--- src/design/mchw_pkg.sv ---
// ----------------------------------------------------------------------------
// mchw_pkg: shared types and constants of the heartbeat watchdog
// field widths, action and status codes, config register indexes, the
// per-channel memory entry and the sequencer states
// ----------------------------------------------------------------------------
package mchw_pkg;

  // field widths
  localparam int ACTION_W = 2;
  localparam int ID_W     = 22;
  localparam int STATUS_W = 2;
  localparam int CHAN_W   = 4;
  localparam int CNT_W    = 12;

  // default channel count
  localparam int MAX_CHANNELS_DEF = 16;

  // config register map
  localparam int CFG_IDX_W  = 1;
  localparam int CFG_DATA_W = ID_W;
  localparam logic [CFG_IDX_W-1:0] CFG_TIMEOUT = 1'b0;
  localparam logic [CFG_IDX_W-1:0] CFG_OWN_ID  = 1'b1;

  localparam logic [CNT_W-1:0] TIMEOUT_RESET = 12'd10;
  localparam logic [CNT_W-1:0] COUNT_MAX     = 12'hfff;
  localparam logic [ID_W-1:0]  OWN_ID_RESET  = '0;

  // action codes
  localparam logic [ACTION_W-1:0] ACT_REGISTER  = 2'd0;
  localparam logic [ACTION_W-1:0] ACT_HEARTBEAT = 2'd1;
  localparam logic [ACTION_W-1:0] ACT_TICK      = 2'd2;

  // status codes
  localparam logic [STATUS_W-1:0] STAT_OK      = 2'd0;
  localparam logic [STATUS_W-1:0] STAT_IGNORED = 2'd1;
  localparam logic [STATUS_W-1:0] STAT_TRIPPED = 2'd2;
  localparam logic [STATUS_W-1:0] STAT_HALTED  = 2'd3;

  // one channel as held in the state memory
  typedef struct packed {
    logic [ID_W-1:0]  id;
    logic             exempt;
    logic             mark;
    logic [CNT_W-1:0] count;
  } entry_t;

  localparam int ENTRY_W = $bits(entry_t);

  // sequencer states
  typedef enum logic [1:0] {
    S_IDLE,
    S_SCAN,
    S_DONE
  } fsm_t;

endpackage

--- src/design/mchw_in_if.sv ---
// ----------------------------------------------------------------------------
// mchw_in_if: request channel of the heartbeat watchdog
// valid/ready handshake carrying action, process id and exempt flag
// ----------------------------------------------------------------------------
interface mchw_in_if;
  logic                          valid;
  logic                          ready;
  logic [mchw_pkg::ACTION_W-1:0] action;
  logic [mchw_pkg::ID_W-1:0]     process_id;
  logic                          exempt;

  modport source (output valid, output action, output process_id, output exempt,
                  input ready);
  modport sink (input valid, input action, input process_id, input exempt,
                output ready);
endinterface

--- src/design/mchw_out_if.sv ---
// ----------------------------------------------------------------------------
// mchw_out_if: result channel of the heartbeat watchdog
// valid/ready handshake carrying status, channel, offender id and stop-all
// ----------------------------------------------------------------------------
interface mchw_out_if;
  logic                          valid;
  logic                          ready;
  logic [mchw_pkg::STATUS_W-1:0] status;
  logic [mchw_pkg::CHAN_W-1:0]   channel;
  logic [mchw_pkg::ID_W-1:0]     offender_id;
  logic                          stop_all;

  modport source (output valid, output status, output channel, output offender_id,
                  output stop_all, input ready);
  modport sink (input valid, input status, input channel, input offender_id,
                input stop_all, output ready);
endinterface

--- src/design/multi_channel_heartbeat_watchdog.sv ---
// ----------------------------------------------------------------------------
// multi_channel_heartbeat_watchdog: heartbeat watchdog over a channel table
// channels are registered by id, heartbeats mark them, one-second ticks age
// them; the lowest non-exempt channel silent past the timeout trips the
// watchdog, which then reports stop-all until reset
// ----------------------------------------------------------------------------
//
//  port     | dir  | transfer payload
//  ---------+------+---------------------------------------------------
//  req      | in   | action, process_id, exempt
//  rsp      | out  | status, channel, offender_id, stop_all
//  cfg_*    | in   | cfg_index 0 timeout_seconds, 1 own_id (write only)
//
//  heartbeat and tick items with channels in use walk the channel memory
//  read port one entry per cycle until a hit, a trip or the last channel
//  in use (at most MAX_CHANNELS) sets the result; every other item sets
//  its result on the request transfer
//  reset is synchronous and instant: the fill count gates every read
//  a pending result waits in the result registers; req stays low until
//  that result can be handed to the output register
//
module multi_channel_heartbeat_watchdog #(
  parameter int MAX_CHANNELS = mchw_pkg::MAX_CHANNELS_DEF
) (
  input  logic                            clk,
  input  logic                            rst,
  mchw_in_if.sink                         req,
  mchw_out_if.source                      rsp,
  input  logic                            cfg_we,
  input  logic [mchw_pkg::CFG_IDX_W-1:0]  cfg_index,
  input  logic [mchw_pkg::CFG_DATA_W-1:0] cfg_wdata
);

  localparam int IDX_W  = (MAX_CHANNELS > 1) ? $clog2(MAX_CHANNELS) : 1;
  localparam int USED_W = $clog2(MAX_CHANNELS + 1);

  // config registers
  logic [mchw_pkg::CNT_W-1:0] timeout_seconds;
  logic [mchw_pkg::ID_W-1:0]  own_id;

  // control state
  mchw_pkg::fsm_t state, state_next;
  logic [USED_W-1:0] used;
  logic              halted;
  logic [IDX_W-1:0]  scan_idx;

  // item being worked on
  logic [mchw_pkg::ACTION_W-1:0] cur_action;
  logic [mchw_pkg::ID_W-1:0]     cur_pid;

  // result waiting for the output register
  logic [mchw_pkg::STATUS_W-1:0] res_status, res_status_next;
  logic [IDX_W-1:0]              res_chan, res_chan_next;
  logic [mchw_pkg::ID_W-1:0]     res_id, res_id_next;
  logic                          res_stop, res_stop_next;

  // output register
  logic                          rsp_valid;
  logic [mchw_pkg::STATUS_W-1:0] rsp_status;
  logic [IDX_W-1:0]              rsp_chan;
  logic [mchw_pkg::ID_W-1:0]     rsp_id;
  logic                          rsp_stop;

  // memory ports
  logic                  ram_we;
  logic [IDX_W-1:0]      ram_waddr;
  mchw_pkg::entry_t      ram_wdata;
  logic [IDX_W-1:0]      ram_raddr;
  logic [mchw_pkg::ENTRY_W-1:0] ram_rdata;

  // sequencer decisions
  logic req_xfer;
  logic res_set;
  logic scan_start;
  logic used_inc;
  logic halt_set;
  logic rsp_load;

  // entry under the walk
  mchw_pkg::entry_t ent, tick_ent, hb_ent;
  logic             trip, hb_hit, scan_last, table_full;

  mchw_ram #(
    .WIDTH (mchw_pkg::ENTRY_W),
    .DEPTH (MAX_CHANNELS)
  ) u_chan_ram (
    .clk   (clk),
    .we    (ram_we),
    .waddr (ram_waddr),
    .wdata (ram_wdata),
    .raddr (ram_raddr),
    .rdata (ram_rdata)
  );

  assign req.ready  = (state == mchw_pkg::S_IDLE);
  assign req_xfer   = req.valid && req.ready;
  assign table_full = (used == USED_W'(MAX_CHANNELS));
  assign scan_last  = ((USED_W'(scan_idx) + USED_W'(1)) == used);
  assign rsp_load   = (state == mchw_pkg::S_DONE) && (!rsp_valid || rsp.ready);

  // age or refresh the entry read back from memory
  always_comb begin
    ent      = mchw_pkg::entry_t'(ram_rdata);
    tick_ent = ent;
    if (ent.mark) begin
      tick_ent.mark  = 1'b0;
      tick_ent.count = '0;
    end else if (ent.count != mchw_pkg::COUNT_MAX) begin
      tick_ent.count = ent.count + mchw_pkg::CNT_W'(1);
    end
    trip        = !ent.exempt && (tick_ent.count > timeout_seconds);
    hb_ent      = ent;
    hb_ent.mark = 1'b1;
    hb_hit      = (ent.id == cur_pid);
  end

  // next state
  always_comb begin
    state_next = state;
    case (state)
      mchw_pkg::S_IDLE: begin
        if (req_xfer) begin
          state_next = scan_start ? mchw_pkg::S_SCAN : mchw_pkg::S_DONE;
        end
      end
      mchw_pkg::S_SCAN: begin
        if (res_set) begin
          state_next = mchw_pkg::S_DONE;
        end
      end
      mchw_pkg::S_DONE: begin
        if (rsp_load) begin
          state_next = mchw_pkg::S_IDLE;
        end
      end
      default: state_next = mchw_pkg::S_IDLE;
    endcase
  end

  // sequencer outputs: memory access and result
  always_comb begin
    ram_we          = 1'b0;
    ram_waddr       = used[IDX_W-1:0];
    ram_wdata       = '{id: req.process_id, exempt: req.exempt, mark: 1'b0, count: '0};
    ram_raddr       = '0;
    res_set         = 1'b0;
    res_status_next = mchw_pkg::STAT_OK;
    res_chan_next   = '0;
    res_id_next     = '0;
    res_stop_next   = 1'b0;
    scan_start      = 1'b0;
    used_inc        = 1'b0;
    halt_set        = 1'b0;
    case (state)
      mchw_pkg::S_IDLE: begin
        // entry 0 is read on the request transfer so the walk starts next cycle
        if (req_xfer) begin
          res_set = 1'b1;
          if (halted) begin
            res_status_next = mchw_pkg::STAT_HALTED;
            res_stop_next   = 1'b1;
          end else begin
            case (req.action)
              mchw_pkg::ACT_REGISTER: begin
                if (table_full || (req.process_id == own_id)) begin
                  res_status_next = mchw_pkg::STAT_IGNORED;
                end else begin
                  ram_we        = 1'b1;
                  used_inc      = 1'b1;
                  res_chan_next = used[IDX_W-1:0];
                end
              end
              mchw_pkg::ACT_HEARTBEAT: begin
                if (used == '0) begin
                  res_status_next = mchw_pkg::STAT_IGNORED;
                end else begin
                  res_set    = 1'b0;
                  scan_start = 1'b1;
                end
              end
              mchw_pkg::ACT_TICK: begin
                if (used != '0) begin
                  res_set    = 1'b0;
                  scan_start = 1'b1;
                end
              end
              default: res_status_next = mchw_pkg::STAT_IGNORED;
            endcase
          end
        end
      end
      mchw_pkg::S_SCAN: begin
        // read one ahead, write back the entry that just came out
        ram_raddr = scan_idx + IDX_W'(1);
        ram_waddr = scan_idx;
        if (cur_action == mchw_pkg::ACT_TICK) begin
          ram_we    = 1'b1;
          ram_wdata = tick_ent;
          if (trip) begin
            res_set         = 1'b1;
            res_status_next = mchw_pkg::STAT_TRIPPED;
            res_chan_next   = scan_idx;
            res_id_next     = ent.id;
            res_stop_next   = 1'b1;
            halt_set        = 1'b1;
          end else if (scan_last) begin
            res_set = 1'b1;
          end
        end else begin
          if (hb_hit) begin
            ram_we        = 1'b1;
            ram_wdata     = hb_ent;
            res_set       = 1'b1;
            res_chan_next = scan_idx;
          end else if (scan_last) begin
            res_set         = 1'b1;
            res_status_next = mchw_pkg::STAT_IGNORED;
          end
        end
      end
      default: ;
    endcase
  end

  // control registers
  always_ff @(posedge clk) begin
    if (rst) begin
      state           <= mchw_pkg::S_IDLE;
      used            <= '0;
      halted          <= 1'b0;
      rsp_valid       <= 1'b0;
      timeout_seconds <= mchw_pkg::TIMEOUT_RESET;
      own_id          <= mchw_pkg::OWN_ID_RESET;
    end else begin
      state <= state_next;
      if (used_inc) begin
        used <= used + USED_W'(1);
      end
      if (halt_set) begin
        halted <= 1'b1;
      end
      if (rsp_load) begin
        rsp_valid <= 1'b1;
      end else if (rsp.ready) begin
        rsp_valid <= 1'b0;
      end
      if (cfg_we) begin
        case (cfg_index)
          mchw_pkg::CFG_TIMEOUT: timeout_seconds <= cfg_wdata[mchw_pkg::CNT_W-1:0];
          mchw_pkg::CFG_OWN_ID:  own_id <= cfg_wdata;
          default: ;
        endcase
      end
    end
  end

  // payload registers
  always_ff @(posedge clk) begin
    if (req_xfer) begin
      cur_action <= req.action;
      cur_pid    <= req.process_id;
    end
    if (scan_start) begin
      scan_idx <= '0;
    end else if (state == mchw_pkg::S_SCAN) begin
      scan_idx <= scan_idx + IDX_W'(1);
    end
    if (res_set) begin
      res_status <= res_status_next;
      res_chan   <= res_chan_next;
      res_id     <= res_id_next;
      res_stop   <= res_stop_next;
    end
    if (rsp_load) begin
      rsp_status <= res_status;
      rsp_chan   <= res_chan;
      rsp_id     <= res_id;
      rsp_stop   <= res_stop;
    end
  end

  assign rsp.valid       = rsp_valid;
  assign rsp.status      = rsp_status;
  assign rsp.offender_id = rsp_id;
  assign rsp.stop_all    = rsp_stop;

  // channel index narrowed or widened to the 4-bit field
  generate
    if (IDX_W >= mchw_pkg::CHAN_W) begin : g_chan_trunc
      assign rsp.channel = rsp_chan[mchw_pkg::CHAN_W-1:0];
    end else begin : g_chan_ext
      assign rsp.channel = {{(mchw_pkg::CHAN_W - IDX_W){1'b0}}, rsp_chan};
    end
  endgenerate

`ifndef NO_ASSERTIONS
  // fill count never passes the table size
  a_used_bound: assert property (@(posedge clk) disable iff (rst)
    used <= USED_W'(MAX_CHANNELS))
    else $error("channel fill count beyond table size");

  // the walk stays inside the filled part of the table
  a_scan_bound: assert property (@(posedge clk) disable iff (rst)
    (state == mchw_pkg::S_SCAN) |-> (USED_W'(scan_idx) < used))
    else $error("walk index outside filled channels");

  // a trip latches the halt for good
  a_halt_sticky: assert property (@(posedge clk) disable iff (rst)
    halted |=> halted)
    else $error("halt dropped without reset");

  // a trip shown on the result side was recorded as halted
  a_trip_halted: assert property (@(posedge clk) disable iff (rst)
    (rsp_valid && (rsp_status == mchw_pkg::STAT_TRIPPED)) |-> (halted && rsp_stop))
    else $error("trip reported without halt");
`endif

endmodule

--- src/design/mchw_ram.sv ---
// ----------------------------------------------------------------------------
// mchw_ram: generic simple dual-port ram
// one write port, one read port with registered read data
// ----------------------------------------------------------------------------
module mchw_ram #(
  parameter int WIDTH = 8,
  parameter int DEPTH = 16
) (
  input  logic                                     clk,
  input  logic                                     we,
  input  logic [((DEPTH > 1) ? $clog2(DEPTH) : 1)-1:0] waddr,
  input  logic [WIDTH-1:0]                         wdata,
  input  logic [((DEPTH > 1) ? $clog2(DEPTH) : 1)-1:0] raddr,
  output logic [WIDTH-1:0]                         rdata
);

  logic [WIDTH-1:0] mem [DEPTH];

  always_ff @(posedge clk) begin
    if (we) begin
      mem[waddr] <= wdata;
    end
    rdata <= mem[raddr];
  end

endmodule
--- src/flat_wrapper.sv ---
// flat-port wrapper written by rule: the top's interface ports become plain ports
module multi_channel_heartbeat_watchdog_flat 
#(
  parameter int MAX_CHANNELS = mchw_pkg::MAX_CHANNELS_DEF
)
  (clk, rst, cfg_we, cfg_index, cfg_wdata, req_valid, req_action, req_process_id, req_exempt, req_ready, rsp_valid, rsp_status, rsp_channel, rsp_offender_id, rsp_stop_all, rsp_ready);
  mchw_in_if req_i ();
  mchw_out_if rsp_i ();
  input  logic clk;
  input  logic rst;
  input  logic cfg_we;
  input  logic [mchw_pkg::CFG_IDX_W-1:0] cfg_index;
  input  logic [mchw_pkg::CFG_DATA_W-1:0] cfg_wdata;
  input wire logic [$bits(req_i.valid)-1:0] req_valid;
  input wire logic [$bits(req_i.action)-1:0] req_action;
  input wire logic [$bits(req_i.process_id)-1:0] req_process_id;
  input wire logic [$bits(req_i.exempt)-1:0] req_exempt;
  output wire logic [$bits(req_i.ready)-1:0] req_ready;
  output wire logic [$bits(rsp_i.valid)-1:0] rsp_valid;
  output wire logic [$bits(rsp_i.status)-1:0] rsp_status;
  output wire logic [$bits(rsp_i.channel)-1:0] rsp_channel;
  output wire logic [$bits(rsp_i.offender_id)-1:0] rsp_offender_id;
  output wire logic [$bits(rsp_i.stop_all)-1:0] rsp_stop_all;
  input wire logic [$bits(rsp_i.ready)-1:0] rsp_ready;
  assign req_i.valid = req_valid;
  assign req_i.action = req_action;
  assign req_i.process_id = req_process_id;
  assign req_i.exempt = req_exempt;
  assign req_ready = req_i.ready;
  assign rsp_valid = rsp_i.valid;
  assign rsp_status = rsp_i.status;
  assign rsp_channel = rsp_i.channel;
  assign rsp_offender_id = rsp_i.offender_id;
  assign rsp_stop_all = rsp_i.stop_all;
  assign rsp_i.ready = rsp_ready;
  multi_channel_heartbeat_watchdog #(.MAX_CHANNELS(MAX_CHANNELS)) u_core (.clk(clk), .rst(rst), .req(req_i), .rsp(rsp_i), .cfg_we(cfg_we), .cfg_index(cfg_index), .cfg_wdata(cfg_wdata));
endmodule
--- config.mk ---
export PLATFORM = sky130hd
export DESIGN_NAME = multi_channel_heartbeat_watchdog_flat
export DESIGN_NICKNAME = d
export VERILOG_FILES = /design/src/design/mchw_pkg.sv /design/src/design/mchw_in_if.sv /design/src/design/mchw_out_if.sv /design/src/design/multi_channel_heartbeat_watchdog.sv /design/src/design/mchw_ram.sv /design/src/flat_wrapper.sv
export SDC_FILE = /design/constraint.sdc
export NUM_CORES = 1
export LEC_CHECK = 0
export ABC_AREA = 1
export BUFFER_PORTS_ARGS = -buffer_cell sky130_fd_sc_hd__buf_2
export CAP_MARGIN = 15
export CORE_ASPECT_RATIO = 2
export CORE_MARGIN = 4
export CORE_UTILIZATION = 30
export DETAILED_ROUTE_END_ITERATION = 8
export PLACE_DENSITY = 0.45
export SLEW_MARGIN = 20
export SYNTH_ARGS = -nofsm -noshare
export SYNTH_HDL_FRONTEND = slang
export SYNTH_HIERARCHICAL = 1
export SYNTH_SLANG_ARGS = --single-unit
--- constraint.sdc ---
create_clock -name clk -period 5.4 [get_ports clk]
set_clock_uncertainty 0.2 [all_clocks]
set_input_delay 0.54 -clock clk [delete_from_list [all_inputs] [get_ports clk]]
set_output_delay 0.54 -clock clk [all_outputs]
set_load 0.05 [all_outputs]
== Word level (Yosys, flattened, before mapping) ==
Memories as Yosys holds them, arrays and structs flattened. A register that Yosys moved wholly into a read port is not among the register bits.
Cells that the tools add are included.

* Equality and inequality tests: 13
* $lt $le $gt $ge: 1
* Add/subtract/negate cells: 4
* Multiplexer cells: 64
* Bitwise logic cells: 1
* Reduce and logical (&&, ||, !) cells: 16

{| class="wikitable"
|+ Operator list
! cell !! count
|-
| two-way mux 36 bit || 3
|-
| equality test 22 bit || 2
|-
| two-way mux 4 bit || 9
|-
| two-way mux 1 bit || 32
|-
| two-way mux 12 bit || 2
|-
| two-way mux 2 bit || 9
|-
| adder 12 x 1 -> 12 bit, second input constant || 1
|-
| greater-than comparator 12 bit || 1
|-
| inequality test 12 bit, second input constant || 1
|-
| case mux 2 bit (3 select lines) || 2
|-
| case mux 1 bit (2 select lines) || 5
|-
| case mux 4 bit (2 select lines) || 1
|-
| equality test 2 bit, second input constant || 3
|-
| AND reduction 3 bit || 2
|-
| adder 4 x 1 -> 5 bit, second input constant || 1
|-
| adder 5 x 1 -> 5 bit, second input constant || 1
|-
| equality test 5 bit || 1
|-
| equality test 5 bit, second input constant || 1
|-
| zero test 5 bit || 1
|-
| nonzero test 5 bit || 1
|-
| adder 4 x 1 -> 4 bit, second input constant || 1
|-
| equality test 2 x 1 -> 1 bit, second input constant || 2
|-
| zero test 2 bit || 2
|-
| inequality test 2 x 1 -> 1 bit, second input constant || 2
|-
| 8 further kinds || 13
|}

* Output and inout port bits: 31
* Memory bits (writable): 576
* Register bits after elaboration: 129
* Memories: 1

{| class="wikitable"
|+ Memories
! memory !! words !! width !! read ports !! clocked after Yosys merged registers in !! write ports !! RTL line !! RTL
|-
| u_core.u_chan_ram.mem || 16 || 36 || 1 || 1 || 1 || mchw_ram.sv:17 || <nowiki>logic [WIDTH-1:0] mem [DEPTH];</nowiki>
|}

== Depth between registers and ports, before layout ==
* Depth after elaboration: 10
* Depth in mapped cells: 20

== Cells and area by module ==
Netlist, hierarchy kept.

{| class="wikitable"
|+ Modules (own cells, without submodules)
! module !! times used !! cells each !! area each (um^2)
|-
| mchw_ram || 1 || 2,379 || 25,394.4
|-
| multi_channel_heartbeat_watchdog || 1 || 752 || 6,506.2
|}

== Worst setup path before layout ==
Ideal clock, no wire load.

* Path kind: register to register
* From: register u_core.state[1]
* To: memory u_core/u_chan_ram/mem[12][0] in the netlist's numbering, enable pin
* Library setup time: 429 ps
* Cell stages (with the launch flop): 10
* Arrival: 3,613 ps
* Buffers on the path: 0
* Period minus slack after synthesis: 4,242 ps
* Data required time: 4,771 ps
* Path slack: 1,158 ps
* Cells stage by stage: dfxtp_1 -> nor2_2 -> nand2_1 -> inv_2 -> nand2_2 -> nor2_4 -> nand3_2 -> nand2_1 -> nand3_1 -> nor2_1

* Word-level cells in the longest chain between the ends: 6
* Elaborated cells between the ends (all ways): 8
* Classes of those cells: 1 x eq/ne; 5 x mux; 2 x reduce/logical

{| class="wikitable"
|+ RTL lines
! element !! RTL line !! RTL
|-
| start: declaration || multi_channel_heartbeat_watchdog.sv:42 || <nowiki>mchw_pkg::fsm_t state, state_next;</nowiki>
|-
| start signal: assignment || multi_channel_heartbeat_watchdog.sv:228 || <nowiki>state <= mchw_pkg::S_IDLE;</nowiki>
|-
| start signal: assignment || multi_channel_heartbeat_watchdog.sv:235 || <nowiki>state <= state_next;</nowiki>
|-
| zero test 2 bit || multi_channel_heartbeat_watchdog.sv:95 || <nowiki>assign req.ready = (state == mchw_pkg::S_IDLE);</nowiki>
|-
| named net req_ready || flat_wrapper.sv:18 || <nowiki>output wire logic [$bits(req_i.ready)-1:0] req_ready;</nowiki>
|-
| logical AND 1 bit || multi_channel_heartbeat_watchdog.sv:96 || <nowiki>assign req_xfer = req.valid && req.ready;</nowiki>
|-
| named net u_core.req_xfer || multi_channel_heartbeat_watchdog.sv:72 || <nowiki>logic req_xfer;</nowiki>
|-
| two-way mux 1 bit || multi_channel_heartbeat_watchdog.sv:157 || <nowiki>if (req_xfer) begin</nowiki>
|-
| case mux 1 bit (2 select lines) || multi_channel_heartbeat_watchdog.sv:154 || <nowiki>case (state)</nowiki>
|-
| named net u_core.ram_we || multi_channel_heartbeat_watchdog.sv:65 || <nowiki>logic ram_we;</nowiki>
|-
| two-way mux 1 bit || mchw_ram.sv:20 || <nowiki>if (we) begin</nowiki>
|-
| two-way mux 1 bit (implied by the code) || mchw_ram.sv:21 || <nowiki>mem[waddr] <= wdata;</nowiki>
|-
| end: declaration || mchw_ram.sv:17 ||
|}

The timed path passes the listed nets, and every way through them passes these cells.

== Worst setup path after layout ==
* From: register u_core.u_chan_ram.rdata[1], read port of u_core.u_chan_ram.mem
* To: register u_core/res_id[21] in the netlist's numbering, enable pin

* Word-level cells in the longest chain between the ends: 8
* Elaborated cells between the ends (all ways): 9
* Classes of those cells: 1 x add/sub; 1 x order compare; 1 x eq/ne; 5 x mux; 1 x reduce/logical

{| class="wikitable"
|+ RTL lines
! element !! RTL line !! RTL
|-
| start: declaration || mchw_ram.sv:14 || <nowiki>output logic [WIDTH-1:0] rdata</nowiki>
|-
| adder 12 x 1 -> 12 bit or inequality test 12 bit (tied branches) || multi_channel_heartbeat_watchdog.sv:109, multi_channel_heartbeat_watchdog.sv:108 ||
|-
| two-way mux 12 bit (*) || multi_channel_heartbeat_watchdog.sv:108 || <nowiki>end else if (ent.count != mchw_pkg::COUNT_MAX) begin</nowiki>
|-
| two-way mux 12 bit (*) || multi_channel_heartbeat_watchdog.sv:105 || <nowiki>if (ent.mark) begin</nowiki>
|-
| greater-than comparator 12 bit (*) || multi_channel_heartbeat_watchdog.sv:111 || <nowiki>trip = !ent.exempt && (tick_ent.count > timeout_seconds);</nowiki>
|-
| logical AND 1 bit (*) || multi_channel_heartbeat_watchdog.sv:111 ||
|-
| two-way mux 1 bit (*) || multi_channel_heartbeat_watchdog.sv:199 || <nowiki>if (trip) begin</nowiki>
|-
| two-way mux 1 bit (*) || multi_channel_heartbeat_watchdog.sv:196 || <nowiki>if (cur_action == mchw_pkg::ACT_TICK) begin</nowiki>
|-
| case mux 1 bit (2 select lines) (*) || multi_channel_heartbeat_watchdog.sv:154 ||
|-
| named net u_core.res_set || multi_channel_heartbeat_watchdog.sv:73 || <nowiki>logic res_set;</nowiki>
|-
| end signal: assignment || multi_channel_heartbeat_watchdog.sv:271 || <nowiki>res_id <= res_id_next;</nowiki>
|-
| end: declaration || multi_channel_heartbeat_watchdog.sv:54 || <nowiki>logic [mchw_pkg::ID_W-1:0] res_id, res_id_next;</nowiki>
|}

Mark *: on every way through the listed nets, which the timed path passes. The rest lies on a longest branch.
A chain may end at the register's enable or synchronous reset.

==> results by group <==
Worst hold path
  • HP Start: cfg_wdata[19]
  • Hold WC Path Type: input port to flop
  • Cells on Worst Hold Path: 3
  • Worst Hold Path EP: u_core/own_id[19]

GRT
  • Largest net degree at the start of global routing: 138
  • Vias in the first global route: between 20000 and 25000
  • First-pass GRT wire length: 134500 um
  • Initial antenna violation count: 3
  • Total GRT Usage: 0.1608
  • Remaining global-route overflow: 0

Clock network
  • Clock H-tree levels: 3
  • # resized after CTS: 0
  • Hold buffers post-CTS: 41
  • Post-CTS Repair Setup Buffers: 0
  • CTS clk-pin slew, worst paths: 60 ps
  • CTS max path bufs: 3
  • TritonCTS clock tree: done
  • Clk sinks: 739
  • Clock buffer count from CTS: between 60 and 70
  • Clock Latency Late Sink: 640 ps
  • Root Driver: clkbuf_16

Floorplanning
  • # rows: between 150 and 200
  • Starting density of the core: 0.3017
  • Die area: 0.1119 mm2
  • Boundary Pins: 84
  • Core Box Area: 0.1057 mm2
  • Die Wd: 238.6 um
  • Chip Height: between 400 and 500 um

Yosys
  • Ys Warns: 6
  • Register bit total from synthesis: 739
  • Syn_area_per_cell: about 10 um2
  • Area leader, netlist: edfxtp_1
  • Post-Synthesis Net Count: 3204
  • Syn Inst Count: 3131
  • Post-synthesis sequential area ratio: 0.6696
  • Synth Cell Area: 0.03190 mm2
  • Netlist cell types: 43
  • Post-synth top area share: 0.6175
  • Synth top area cells: edfxtp_1, nand2_1, nand3_1

Cells and area
  • Final instance area: 0.03659 mm2
  • Area grow syn2layout: 14.70%
  • Share of cells above drive strength 1: 0.09954
  • NumNets Final: 3315

Setup path
  • CP top delay family: simple AND/OR/NAND/NOR gates
  • Max stage delay on crit path: ~730 ps
  • Worst Path Arrival: 3910 ps
  • WS Path Type: flop to flop
  • FF-to-FF Start: u_core/u_chan_ram/rdata[1]
  • R2R depth: 16
  • Nature of the critical path endpoint: flop
  • Worst R2R End: u_core/res_id[21]
  • Buf/Inv on CP: 1
  • Slowest cell on crit path: nand3_2
  • R2r setup slk: 1360 ps
  • Worst path cell trace: ha_1 -> nand2_2 -> nor2_4 -> nand3_4 -> nor2_4 -> nand4_1 -> xnor2_1 -> o21ai_0 -> inv_1 -> ha_1 -> nand4_1 -> nor2_1 -> nand2_1 -> nand2_1 -> nand3b_1 -> nand3_2
  • Worst setup SP type: flop
  • Crit-path max FO: 28
  • Req. time, crit path: roughly 5300 ps

Pwr
  • Switching Fraction: 0.2238
  • Leakage: 0.01510 uW
  • Sw power: 2598 uW
  • Clock power frac: 0.410
  • Cell Int Power: approximately 9000 uW
  • Worst vdd rail ir drop: 0.0001928 V
  • Combinational fraction of design power: 0.044
  • Reg power frac: 0.546
  • PwrDens: 317.2 mW/mm2

Drt
  • Post-DRT Antenna Nets: 0
  • Routed WL: 91520 um
  • Pre-antenna DRT Iters: 5
  • Via count: approximately 21000
  • Starting DRT DRC Count: between 1000 and 1500
  • Residual DRC count: 0
  • Vias per inst: 4.530
  • Per-cell routed wire length: between 15 and 20 um

STA
  • Min cycle time layout: 4035 ps
  • Setup TNS: 0 ps
  • Hold Fails Final Rpt: 0
  • Rel. slew slack: 0.2597
  • Count of final setup violators: 0
  • Worst-Margin Slew: 1110 ps
  • Final Slew Violations: 0
  • Final Cycle Share: 0.7472
  • RSZ-0062 raised after global routing: false
  • Fmax: 247.8 MHz

Placement
  • Area after DPL: 0.03404 mm2
  • DP Wirelength: ~56000 um
  • GP Congestion: about 0.8
  • Port Buf Inserts: 83

Outcome
  • Status: finished, final reports clean

Flow run
  • Max-Cap Viols: 0
[cell usage in the layout (no fill, tap or decap), types with 19 or more instances in the layout]
cell and n:
buf_2 83, o21ai_0 49, ha_1 20, nor2_1 101
nand3_1 452, inv_1 528, nor2_4 25, buf_4 41
o21ai_2 19, clkbuf_16 69, nand2_1 900, clkbuf_1 19
edfxtp_1 656, dlygate4sd3_1 41, a21oi_1 27, xor2_1 21
dfxtp_1 83
[flip-flops by register name, summed over array words and instances, names as in the netlist, 4 cells and up]
name	cells
u_core/timeout_seconds	12
u_core/scan_idx	4
u_core/res_chan	4
u_core/own_id	22
u_core/rsp.offender_id	22
u_core/rsp.channel	4
u_core/cur_pid	22
u_core/used	5
u_core/u_chan_ram/mem	576
u_core/u_chan_ram/rdata	36
u_core/res_id	22
[worst min-delay path, cell delays in order]
cell and delay [ps]:
buf_2 80, o21ai_0 120, nor2_1 110
[worst max path at each step]
| stage | slack (ps) | from | cells after the start | to |
|---|---|---|---|---|
| global route | 1010 | u_core/u_chan_ram/rdata[1] | 16 | u_core/res_id[17] |
| CTS | 1290 | u_core/cur_pid[16] | 12 | u_core/u_chan_ram/mem[5][28] |
| detailed placement | 1220 | req_process_id[16] | 10 | u_core/u_chan_ram/mem[2][32] |
| finish | 1360 | u_core/u_chan_ram/rdata[1] | 16 | u_core/res_id[21] |
| floorplan | 1160 | u_core/state[1] | 9 | u_core/u_chan_ram/mem[12][0] |
| global placement | 1220 | req_process_id[16] | 10 | u_core/u_chan_ram/mem[2][32] |
[layer usage]
layer / GRT usage / up-vias / share of wire
met2: 0.3141 / 408 / 0.55
met4: 0.05211 / 2 / 0.030
met5: 0 / - / 0.00012
met3: 0.02164 / 125 / 0.035
li1: - / 10350 / -
met1: 0.1771 / 10250 / 0.38
[cell families after synthesis]
family | synth area share
compound gates | 0.02106
flops | 0.6696
buf+inv | 0.08758
fa+ha+maj | 0.007844
simple gates | 0.2043
xor+xnor | 0.009610
[cells in the mapped netlist (all sizes together)]
| master | count |
|---|---|
| buf | 105 |
| o22ai | 4 |
| nand2 | 906 |
| or2 | 5 |
| nand3 | 458 |
| inv | 548 |
| a21o | 1 |
| ha | 20 |
| o21a | 1 |
| a31oi | 1 |
| nand3b | 3 |
| nor3 | 7 |
| clkinv | 3 |
| xnor2 | 14 |
| dfxtp | 83 |
| a22o | 3 |
| clkbuf | 27 |
| o21ai | 82 |
| o211ai | 3 |
| nand4 | 16 |
| nor2 | 132 |
| o2111ai | 1 |
| nor4 | 1 |
| xor2 | 21 |
| edfxtp | 656 |
| a21oi | 30 |
[layout make-up]
cell class	instances	area, um2
well taps	1368	1712
fillers	10650	69140
multi-input cells	1709	7996
inverters	551	2087
repair buffers	174	1314
diodes	2	5.005
clock buffers	92	1853
flip-flops and latches	739	21360
clock inverters	30	261.5
[through the flow]
step / utilization / worst slack (ps) / hold WS [ps] / total power [uW] / instances
3_3_place_gp: 0.3220 / 1222 / 202.3 / 6963 / 4500
5_1_grt: 0.3460 / 1005 / 66.00 / 12020 / 4664
4_1_cts: 0.3459 / 1291 / 28.40 / 11780 / 4663
2_1_floorplan: - / 1158 / 200.3 / 6748 / 3131
3_5_place_dp: 0.3220 / 1221 / 206.1 / 6961 / 4500
6_report: 0.3461 / 1365 / 63.06 / 11610 / 4665
[power groups by stage]
stage | logic, uW | registers, uW | clock network (uW)
5_1_grt | 567 | 6340 | 5110
2_1_floorplan | 249 | 6500 | 0
6_report | 513 | 6340 | 4760
4_1_cts | 523 | 6340 | 4920
3_5_place_dp | 498 | 6460 | 0
3_3_place_gp | 499 | 6460 | 0
Power figures use the tool's default switching activity.
